[config.mk]
export PLATFORM = sky130hd
export DESIGN_NAME = intensity_window_map_core_flat
export DESIGN_NICKNAME = d
export VERILOG_FILES = /design/src/sv/iwm_pkg.sv /design/src/sv/iwm_pix_if.sv /design/src/sv/iwm_res_if.sv /design/src/sv/iwm_front.sv /design/src/sv/iwm_div.sv /design/src/sv/iwm_pack.sv /design/src/sv/intensity_window_map_core.sv /design/src/flat_wrapper.sv
export SDC_FILE = /design/constraint.sdc
export NUM_CORES = 2
export LEC_CHECK = 0
export ABC_AREA = 0
export BUFFER_PORTS_ARGS = -buffer_cell sky130_fd_sc_hd__buf_2
export CAP_MARGIN = 20
export CORE_MARGIN = 2
export CORE_UTILIZATION = 30
export DETAILED_ROUTE_END_ITERATION = 6
export MAX_ROUTING_LAYER = met4
export PLACE_DENSITY_LB_ADDON = 0.1
export SKIP_LAST_GASP = 1
export SYNTH_ARGS = -nofsm -noshare
export SYNTH_HDL_FRONTEND = slang
export SYNTH_SLANG_ARGS = --single-unit
[constraint.sdc]
create_clock -name clk_i -period 12.12 [get_ports clk_i]
set_clock_uncertainty 0.2 [all_clocks]
set_input_delay 3.03 -clock clk_i [delete_from_list [all_inputs] [get_ports clk_i]]
set_output_delay 3.03 -clock clk_i [all_outputs]
set_load 0.05 [all_outputs]
[src/sv/iwm_pkg.sv]
`default_nettype none

package iwm_pkg;

  // Pixel and register width; the datapath follows from this.
  localparam int unsigned PIXEL_BITS   = 16;
  localparam int unsigned PROD_BITS    = 2 * PIXEL_BITS;
  // Quotient bits retired per divider stage.
  localparam int unsigned DIV_BITS     = 2;
  localparam int unsigned DIV_STAGES   = (PIXEL_BITS + DIV_BITS - 1) / DIV_BITS;
  localparam int unsigned CFG_IDX_BITS = 2;

  typedef logic [PIXEL_BITS-1:0] pix_t;
  typedef logic [PROD_BITS-1:0]  prod_word_t;

  localparam logic [31:0] LEVEL_TOP = 32'd65535;
  localparam pix_t IN_LOW_RST   = '0;
  localparam pix_t IN_HIGH_RST  = pix_t'(LEVEL_TOP);
  localparam pix_t OUT_LOW_RST  = '0;
  localparam pix_t OUT_HIGH_RST = pix_t'(LEVEL_TOP);

  typedef enum logic [1:0] {
    REGION_BELOW = 2'd0,
    REGION_RAMP  = 2'd1,
    REGION_ABOVE = 2'd2
  } region_e;

  typedef enum logic [CFG_IDX_BITS-1:0] {
    CFG_IN_LOW   = 2'd0,
    CFG_IN_HIGH  = 2'd1,
    CFG_OUT_LOW  = 2'd2,
    CFG_OUT_HIGH = 2'd3
  } cfg_idx_e;

  typedef struct packed {
    pix_t in_low;
    pix_t in_high;
    pix_t out_low;
    pix_t out_high;
  } cfg_t;

  // Per-item tags that ride along with the arithmetic.
  typedef struct packed {
    region_e region;
    logic    neg;
  } side_t;

  typedef struct packed {
    side_t      side;
    prod_word_t prod;
  } prod_t;

  typedef struct packed {
    side_t side;
    pix_t  quo;
    logic  rem_nz;
  } quot_t;

endpackage

`default_nettype wire

[src/sv/iwm_pix_if.sv]
`default_nettype none

interface iwm_pix_if import iwm_pkg::*; ();
  logic valid;
  logic ready;
  pix_t pixel_in;

  modport source (output valid, output pixel_in, input ready);
  modport sink   (input valid, input pixel_in, output ready);
endinterface

`default_nettype wire

[src/sv/iwm_res_if.sv]
`default_nettype none

interface iwm_res_if import iwm_pkg::*; ();
  logic       valid;
  logic       ready;
  pix_t       pixel_out;
  logic [1:0] region;

  modport source (output valid, output pixel_out, output region, input ready);
  modport sink   (input valid, input pixel_out, input region, output ready);
endinterface

`default_nettype wire

[src/sv/iwm_front.sv]
`default_nettype none

module iwm_front import iwm_pkg::*; (
  input  wire logic  clk_i,
  input  wire logic  rst_ni,
  input  wire cfg_t  cfg_i,
  input  wire logic  in_valid_i,
  output logic       in_ready_o,
  input  wire pix_t  pixel_i,
  output logic       out_valid_o,
  input  wire logic  out_ready_i,
  output prod_t      out_o
);

  logic  a_valid_q;
  side_t a_side_q;
  pix_t  a_off_q;
  pix_t  a_mag_q;
  logic  a_ready;

  logic  b_valid_q;
  prod_t b_q;
  logic  b_ready;

  side_t side_d;
  pix_t  mag_d;

  assign b_ready    = !b_valid_q || out_ready_i;
  assign a_ready    = !a_valid_q || b_ready;
  assign in_ready_o = a_ready;

  // Classify against the window and pick the ramp magnitude.
  always_comb begin
    side_d.neg = cfg_i.out_high < cfg_i.out_low;
    if (pixel_i < cfg_i.in_low) begin
      side_d.region = REGION_BELOW;
    end else if (pixel_i >= cfg_i.in_high) begin
      side_d.region = REGION_ABOVE;
    end else begin
      side_d.region = REGION_RAMP;
    end
    mag_d = side_d.neg ? (cfg_i.out_low - cfg_i.out_high)
                       : (cfg_i.out_high - cfg_i.out_low);
  end

  always_ff @(posedge clk_i or negedge rst_ni) begin
    if (!rst_ni) begin
      a_valid_q <= 1'b0;
      b_valid_q <= 1'b0;
    end else begin
      if (a_ready) begin
        a_valid_q <= in_valid_i;
      end
      if (b_ready) begin
        b_valid_q <= a_valid_q;
      end
    end
  end

  always_ff @(posedge clk_i) begin
    if (a_ready && in_valid_i) begin
      a_side_q <= side_d;
      a_off_q  <= pixel_i - cfg_i.in_low;
      a_mag_q  <= mag_d;
    end
    if (b_ready && a_valid_q) begin
      b_q.side <= a_side_q;
      b_q.prod <= PROD_BITS'(a_mag_q) * PROD_BITS'(a_off_q);
    end
  end

  assign out_valid_o = b_valid_q;
  assign out_o       = b_q;

endmodule

`default_nettype wire

[src/sv/iwm_div.sv]
`default_nettype none

module iwm_div import iwm_pkg::*; (
  input  wire logic  clk_i,
  input  wire logic  rst_ni,
  input  wire pix_t  divisor_i,
  input  wire logic  in_valid_i,
  output logic       in_ready_o,
  input  wire prod_t in_i,
  output logic       out_valid_o,
  input  wire logic  out_ready_i,
  output quot_t      out_o
);

  typedef struct packed {
    pix_t rem;
    pix_t lo;
    pix_t quo;
  } div_state_t;

  // One restoring step: shift in the next dividend bit, subtract if it fits.
  function automatic div_state_t div_step(div_state_t st, pix_t dvs);
    logic [PIXEL_BITS:0] trial;
    logic                fits;
    div_state_t          nx;
    trial  = {st.rem, st.lo[PIXEL_BITS-1]};
    fits   = trial >= {1'b0, dvs};
    nx.rem = fits ? PIXEL_BITS'(trial - {1'b0, dvs}) : PIXEL_BITS'(trial);
    nx.lo  = {st.lo[PIXEL_BITS-2:0], 1'b0};
    nx.quo = {st.quo[PIXEL_BITS-2:0], fits};
    return nx;
  endfunction

  logic       st_valid_q [DIV_STAGES];
  div_state_t st_q       [DIV_STAGES];
  side_t      st_side_q  [DIV_STAGES];
  logic [DIV_STAGES:0] rdy;

  logic       v_in [DIV_STAGES];
  div_state_t d_in [DIV_STAGES];
  side_t      s_in [DIV_STAGES];

  assign rdy[DIV_STAGES] = out_ready_i;
  assign in_ready_o      = rdy[0];

  for (genvar s = 0; s < DIV_STAGES; s++) begin : g_stage
    localparam int unsigned FIRST = s * DIV_BITS;
    div_state_t d_next;

    if (s == 0) begin : g_head
      // Upper product half is already below the divisor on the ramp.
      assign v_in[s]     = in_valid_i;
      assign d_in[s].rem = in_i.prod[PROD_BITS-1:PIXEL_BITS];
      assign d_in[s].lo  = in_i.prod[PIXEL_BITS-1:0];
      assign d_in[s].quo = '0;
      assign s_in[s]     = in_i.side;
    end else begin : g_body
      assign v_in[s] = st_valid_q[s-1];
      assign d_in[s] = st_q[s-1];
      assign s_in[s] = st_side_q[s-1];
    end

    assign rdy[s] = !st_valid_q[s] || rdy[s+1];

    always_comb begin
      d_next = d_in[s];
      for (int k = 0; k < DIV_BITS; k++) begin
        if (FIRST + k < PIXEL_BITS) begin
          d_next = div_step(d_next, divisor_i);
        end
      end
    end

    always_ff @(posedge clk_i or negedge rst_ni) begin
      if (!rst_ni) begin
        st_valid_q[s] <= 1'b0;
      end else if (rdy[s]) begin
        st_valid_q[s] <= v_in[s];
      end
    end

    always_ff @(posedge clk_i) begin
      if (rdy[s] && v_in[s]) begin
        st_q[s]      <= d_next;
        st_side_q[s] <= s_in[s];
      end
    end
  end

  assign out_valid_o  = st_valid_q[DIV_STAGES-1];
  assign out_o.side   = st_side_q[DIV_STAGES-1];
  assign out_o.quo    = st_q[DIV_STAGES-1].quo;
  assign out_o.rem_nz = |st_q[DIV_STAGES-1].rem;

endmodule

`default_nettype wire

[src/sv/iwm_pack.sv]
`default_nettype none

module iwm_pack import iwm_pkg::*; (
  input  wire logic  clk_i,
  input  wire logic  rst_ni,
  input  wire cfg_t  cfg_i,
  input  wire logic  in_valid_i,
  output logic       in_ready_o,
  input  wire quot_t in_i,
  iwm_res_if.source  res_o
);

  logic    valid_q;
  pix_t    pixel_q;
  region_e region_q;
  pix_t    pixel_d;
  logic    ready;

  assign ready      = !valid_q || res_o.ready;
  assign in_ready_o = ready;

  // Negative ramp rounds toward minus infinity: take the ceiling off out_low.
  always_comb begin
    case (in_i.side.region)
      REGION_BELOW: pixel_d = cfg_i.out_low;
      REGION_RAMP: begin
        if (in_i.side.neg) begin
          pixel_d = cfg_i.out_low - in_i.quo - PIXEL_BITS'(in_i.rem_nz);
        end else begin
          pixel_d = cfg_i.out_low + in_i.quo;
        end
      end
      default: pixel_d = cfg_i.out_high;
    endcase
  end

  always_ff @(posedge clk_i or negedge rst_ni) begin
    if (!rst_ni) begin
      valid_q <= 1'b0;
    end else if (ready) begin
      valid_q <= in_valid_i;
    end
  end

  always_ff @(posedge clk_i) begin
    if (ready && in_valid_i) begin
      pixel_q  <= pixel_d;
      region_q <= in_i.side.region;
    end
  end

  assign res_o.valid     = valid_q;
  assign res_o.pixel_out = pixel_q;
  assign res_o.region    = region_q;

endmodule

`default_nettype wire

[src/sv/intensity_window_map_core.sv]
// Channel  | Dir | Payload                    | Handshake
// ---------+-----+----------------------------+-------------------------
// pix_i    | in  | pixel_in                   | valid/ready, transfer on both high
// res_o    | out | pixel_out, region          | valid/ready, transfer on both high
// cfg      | in  | cfg_idx_i, cfg_wdata_i     | cfg_we_i, one write per cycle
//
// Throughput is one pixel per cycle while res_o does not stall. The pipeline is
// classify, multiply, a radix-4 restoring divider of DIV_STAGES stages, and
// the output register.
// Reset clears every valid bit and loads the default window (full range).
// Each stage holds its item until the next one frees up, so a stall on res_o
// backs up only as far as the first empty stage; nothing is dropped.
`default_nettype none

module intensity_window_map_core import iwm_pkg::*; (
  input  wire logic                    clk_i,
  input  wire logic                    rst_ni,
  iwm_pix_if.sink                      pix_i,
  iwm_res_if.source                    res_o,
  input  wire logic                    cfg_we_i,
  input  wire logic [CFG_IDX_BITS-1:0] cfg_idx_i,
  input  wire pix_t                    cfg_wdata_i
);

  cfg_t  cfg_q;
  pix_t  divisor;

  logic  front_valid;
  logic  front_ready;
  prod_t front_data;

  logic  div_valid;
  logic  div_ready;
  quot_t div_data;

  // Configuration registers; the user must write them only while the pipeline is empty (not enforced here).
  always_ff @(posedge clk_i or negedge rst_ni) begin
    if (!rst_ni) begin
      cfg_q.in_low   <= IN_LOW_RST;
      cfg_q.in_high  <= IN_HIGH_RST;
      cfg_q.out_low  <= OUT_LOW_RST;
      cfg_q.out_high <= OUT_HIGH_RST;
    end else if (cfg_we_i) begin
      unique case (cfg_idx_e'(cfg_idx_i))
        CFG_IN_LOW:   cfg_q.in_low   <= cfg_wdata_i;
        CFG_IN_HIGH:  cfg_q.in_high  <= cfg_wdata_i;
        CFG_OUT_LOW:  cfg_q.out_low  <= cfg_wdata_i;
        CFG_OUT_HIGH: cfg_q.out_high <= cfg_wdata_i;
        default: ;
      endcase
    end
  end

  // Window width; only meaningful for ramp pixels, where it is nonzero.
  assign divisor = cfg_q.in_high - cfg_q.in_low;

  // Stages 1-2: classify against the window, form (mag * offset).
  iwm_front u_front (
    .clk_i       (clk_i),
    .rst_ni      (rst_ni),
    .cfg_i       (cfg_q),
    .in_valid_i  (pix_i.valid),
    .in_ready_o  (pix_i.ready),
    .pixel_i     (pix_i.pixel_in),
    .out_valid_o (front_valid),
    .out_ready_i (front_ready),
    .out_o       (front_data)
  );

  // Pipelined divide by the window width; quotient fits in one pixel.
  iwm_div u_div (
    .clk_i       (clk_i),
    .rst_ni      (rst_ni),
    .divisor_i   (divisor),
    .in_valid_i  (front_valid),
    .in_ready_o  (front_ready),
    .in_i        (front_data),
    .out_valid_o (div_valid),
    .out_ready_i (div_ready),
    .out_o       (div_data)
  );

  // Final select of the level and output register.
  iwm_pack u_pack (
    .clk_i      (clk_i),
    .rst_ni     (rst_ni),
    .cfg_i      (cfg_q),
    .in_valid_i (div_valid),
    .in_ready_o (div_ready),
    .in_i       (div_data),
    .res_o      (res_o)
  );

  // An empty output register frees the whole chain back to the input.
  a_empty_out_ready : assert property (@(posedge clk_i) disable iff (!rst_ni)
    !res_o.valid |-> pix_i.ready)
    else $error("input stalled with an empty output register");

  a_front_hold : assert property (@(posedge clk_i) disable iff (!rst_ni)
    (front_valid && !front_ready) |=> (front_valid && $stable(front_data)))
    else $error("product stage lost or changed a stalled item");

  a_div_hold : assert property (@(posedge clk_i) disable iff (!rst_ni)
    (div_valid && !div_ready) |=> (div_valid && $stable(div_data)))
    else $error("divider tail lost or changed a stalled item");

  a_div_to_out : assert property (@(posedge clk_i) disable iff (!rst_ni)
    (div_valid && div_ready) |=> res_o.valid)
    else $error("quotient transfer did not reach the output register");

endmodule

`default_nettype wire
[src/flat_wrapper.sv]
// flat-port wrapper written by rule: the top's interface ports become plain ports
module intensity_window_map_core_flat import iwm_pkg::*;
  (clk_i, rst_ni, cfg_we_i, cfg_idx_i, cfg_wdata_i, pix_i_valid, pix_i_pixel_in, pix_i_ready, res_o_valid, res_o_pixel_out, res_o_region, res_o_ready);
  iwm_pix_if pix_i_i ();
  iwm_res_if res_o_i ();
  input  wire logic clk_i;
  input  wire logic rst_ni;
  input  wire logic cfg_we_i;
  input  wire logic [CFG_IDX_BITS-1:0] cfg_idx_i;
  input  wire pix_t cfg_wdata_i;
  input wire logic [$bits(pix_i_i.valid)-1:0] pix_i_valid;
  input wire logic [$bits(pix_i_i.pixel_in)-1:0] pix_i_pixel_in;
  output wire logic [$bits(pix_i_i.ready)-1:0] pix_i_ready;
  output wire logic [$bits(res_o_i.valid)-1:0] res_o_valid;
  output wire logic [$bits(res_o_i.pixel_out)-1:0] res_o_pixel_out;
  output wire logic [$bits(res_o_i.region)-1:0] res_o_region;
  input wire logic [$bits(res_o_i.ready)-1:0] res_o_ready;
  assign pix_i_i.valid = pix_i_valid;
  assign pix_i_i.pixel_in = pix_i_pixel_in;
  assign pix_i_ready = pix_i_i.ready;
  assign res_o_valid = res_o_i.valid;
  assign res_o_pixel_out = res_o_i.pixel_out;
  assign res_o_region = res_o_i.region;
  assign res_o_i.ready = res_o_ready;
  intensity_window_map_core u_core (.clk_i(clk_i), .rst_ni(rst_ni), .pix_i(pix_i_i), .res_o(res_o_i), .cfg_we_i(cfg_we_i), .cfg_idx_i(cfg_idx_i), .cfg_wdata_i(cfg_wdata_i));
endmodule
==> impl_metrics.ini <==
[outcome]
outcome = finished clean

[clock_tree]
htree_levels = 2
cts_root_buf = clkbuf_16
tritoncts = done
cts_buffers = 55
clk_pin_slew_ps = 60
cts.path.max_buffers = 3
post_cts_resized = 0
cts.sinks = 443
cts_hold_buf = 0
cts_setup_buffers = 0
clk_latency_ps = 690

[setup_path]
max_stage_delay_ps = 750
worstReg2RegEnd = u_core.u_div.st_q[0][171]$_DFFE_PP_
reg2reg_from = u_core.cfg_q[36]$_DFFE_PN1P_
crit_fanout = 16
r2r_setup_slack_ps = 2250
end_kind = flip-flop
critPathSlowestCell = o41ai_1
reg2reg_depth = 33
start_kind = flip-flop
required_ps = 12310
cp_data_arrival_time_ps = 10060
path_class = flip-flop to flip-flop
crit_top_cell = o21ai_0

[global_route]
grt_pass1_vias = 32100
grt_pass1_wl_um = 204000
gr-usage-all-layers_pct = 19.3
grt.overflow.total = 0
antenna_found_initial = 8
grt_max_degree = 50

[layout]
fill_cells = 14300
final_net_count = 5181
layout-drive-gt1-share_pct = 9.94
area_growth_syn_to_layout_pct = 11.4

[die]
fp.dieH_um = 379
coreArea_um2 = 140000
die_w_um = 379
initial_core_util_pct = 30.3
rows = 137
num_io_pins = 59
die-area_um2 = 144000

[route]
drt_pass1_iterations = 5
routed_wl_um = 134000
wl_per_cell_um = 21.0
post_drt_via_cell_ratio = 4.98
drtAntennaViolNets = 0
drc = 0
vias = 31900
drt_iter0_drc = 1971

[yosys]
ys_async_sr_fraction_pct = 16.9
synth_edf_count = 368
yosysMostFrequentCell = inv_1
synth_top_cell_area_share_pct = 26.1
yosysTopAreaCell = edfxtp_1
ys_seq_area_share_pct = 30.7
synth_common_cells = 474 x inv_1, 457 x ha_1, 423 x nand2_1, 368 x edfxtp_1, 277 x a21oi_1
ys_types = 114
ys_ff_latch = 443
avgSynthCellArea_um2 = 9.59
synth_nets = 5125
ys_warn_count = 0
syn_inst = 4412
yosys-top-cells-area = edfxtp_1 26%, ha_1 14%, fa_1 10%
syn_area_um2 = 42300
synth_ff_type = edfxtp_1

[placement]
dp_hpwl_um = 102000
io_buffers = 58
place_congestion = 0.846

[timing]
rsz0062_at_grt = no
worstMarginPinSlew_ps = 1040
fin_crit_sh_pct = 81.4
max_freq_mhz = 101
fin_crit_ps = 9870
hold_viol = 0
maxSlewViolCount = 0
relSlewSlack_pct = 30.5
tns_ps = 0
setup_viol = 0

[worst_hold_path]
hold_depth = 0
hold_start = u_core.u_div.st_side_q[0][1]$_DFFE_PP_
min_path_type = flip-flop to flip-flop
hold_path_end = u_core.u_div.st_side_q[0][4]$_DFFE_PP_

[flow_run]
maxCapViolCount = 0
## how the worst max path moves through the flow
stage,slack [ps],cells past startpoint,end,startpoint
2_1_floorplan,3720,33,u_core.u_div.st_q[1][124]$_DFFE_PP_,u_core.cfg_q[32]$_DFFE_PN1P_
3_3_place_gp,2200,29,u_core.u_div.st_q[1][136]$_DFFE_PP_,u_core.cfg_q[36]$_DFFE_PN1P_
3_5_place_dp,1920,29,u_core.u_div.st_q[1][136]$_DFFE_PP_,u_core.cfg_q[36]$_DFFE_PN1P_
4_1_cts,1900,29,u_core.u_div.st_q[1][136]$_DFFE_PP_,u_core.cfg_q[36]$_DFFE_PN1P_
5_1_grt,1290,32,u_core.u_div.st_q[1][134]$_DFFE_PP_,u_core.cfg_q[49]$_DFFE_PN0P_
6_report,2250,33,u_core.u_div.st_q[0][171]$_DFFE_PP_,u_core.cfg_q[36]$_DFFE_PN1P_
## through the flow
step	hold WS (ps)	cells	util (%)	setup WS [ps]	cell area, um^2
3_5_place_dp	205	6285	32.2	1920	45000
5_1_grt	203	6393	33.7	1290	47100
6_report	202	6393	33.7	2250	47100
2_1_floorplan	200	4412	-	3720	42300
3_3_place_gp	200	6284	32.2	2200	45000
4_1_cts	204	6389	33.7	1900	47100
## flip-flops by register name, indices dropped and copies added, names as in the netlist
| name | flops |
|---|---|
| u_core.u_front.out_valid_o | 1 |
| u_core.u_pack.res_o.valid | 1 |
| u_core.u_div.st_q | 256 |
| u_core.u_div.out_valid_o | 1 |
| u_core.u_front.a_valid_q | 1 |
| u_core.u_front.a_off_q | 16 |
| u_core.u_pack.res_o.region | 2 |
| u_core.u_front.a_side_q | 3 |
| u_core.u_front.a_mag_q | 16 |
| u_core.u_pack.res_o.pixel_out | 16 |
| u_core.u_front.out_o | 35 |
| u_core.u_div.st_valid_q | 7 |
| u_core.cfg_q | 64 |
| u_core.u_div.st_side_q | 24 |
## routing by layer
layer | GRT usage, % | up-vias | part of all wire [%]
met4 | 4.03 | 0 | 2.0
li1 | - | 15600 | -
met5 | - | - | 0
met3 | 1.60 | 141 | 2.8
met1 | 26.9 | 15600 | 49
met2 | 30.7 | 486 | 46
## critical path: cells and delay by family (launching register included)
family	cells	cell delay [ps]
AOI/OAI and AO/OA	18	4390
and+or+nand+nor	6	1830
buffers and inverters	4	1140
adders and majority gates	3	920
DFF	1	540
muxes	1	420
xor gates and xnor gates	1	160
## layout by cell type, fill, tap and decap left out, types with 43 or more instances in the layout
master       n
o21ai_0    256
a21o_1      80
clkbuf_16   55
fa_1       216
xor2_1      69
a21oi_1    277
mux2_2     113
nand2b_1    54
and2_1     126
xnor2_1    207
nor2b_1     64
buf_4       50
nand3_1     69
o21a_1      50
nand2_1    422
ha_1       457
dfrtp_1     43
edfxtp_1   368
inv_1      474
buf_2       57
nor3_1      57
nor2_1     273
## kinds of logic (layout without fill, tap and decap cells)
kind of cell / count (synthesis) / count (layout) / share of synthesized area, %
AO/OA/AOI/OAI: 995 / 995 / 15.2
XOR/XNOR: 292 / 292 / 6.16
adder cells (fa/ha/maj): 692 / 692 / 24.2
buffers and inverters: 591 / 694 / 5.41
flip-flops: 443 / 443 / 30.7
multiplexers: 162 / 162 / 4.26
other: 0 / 2 / 0
AND/OR/NAND/NOR: 1237 / 1237 / 14.1
## layout make-up
type,count,area (um^2),share of cell area (%)
multi-input cells,3378,27200,57.8
clock inverters,41,638,1.35
well taps,1876,2350,4.98
flip-flops and latches,443,13000,27.5
clock buffers,63,1410,2.99
repair buffers,110,706,1.50
diodes,2,5.00,0.0106
inverters,480,1800,3.83
Power is left out: the tool's default activity adds up to more than one toggle a clock period on the data nets, which glitch-free logic cannot reach.
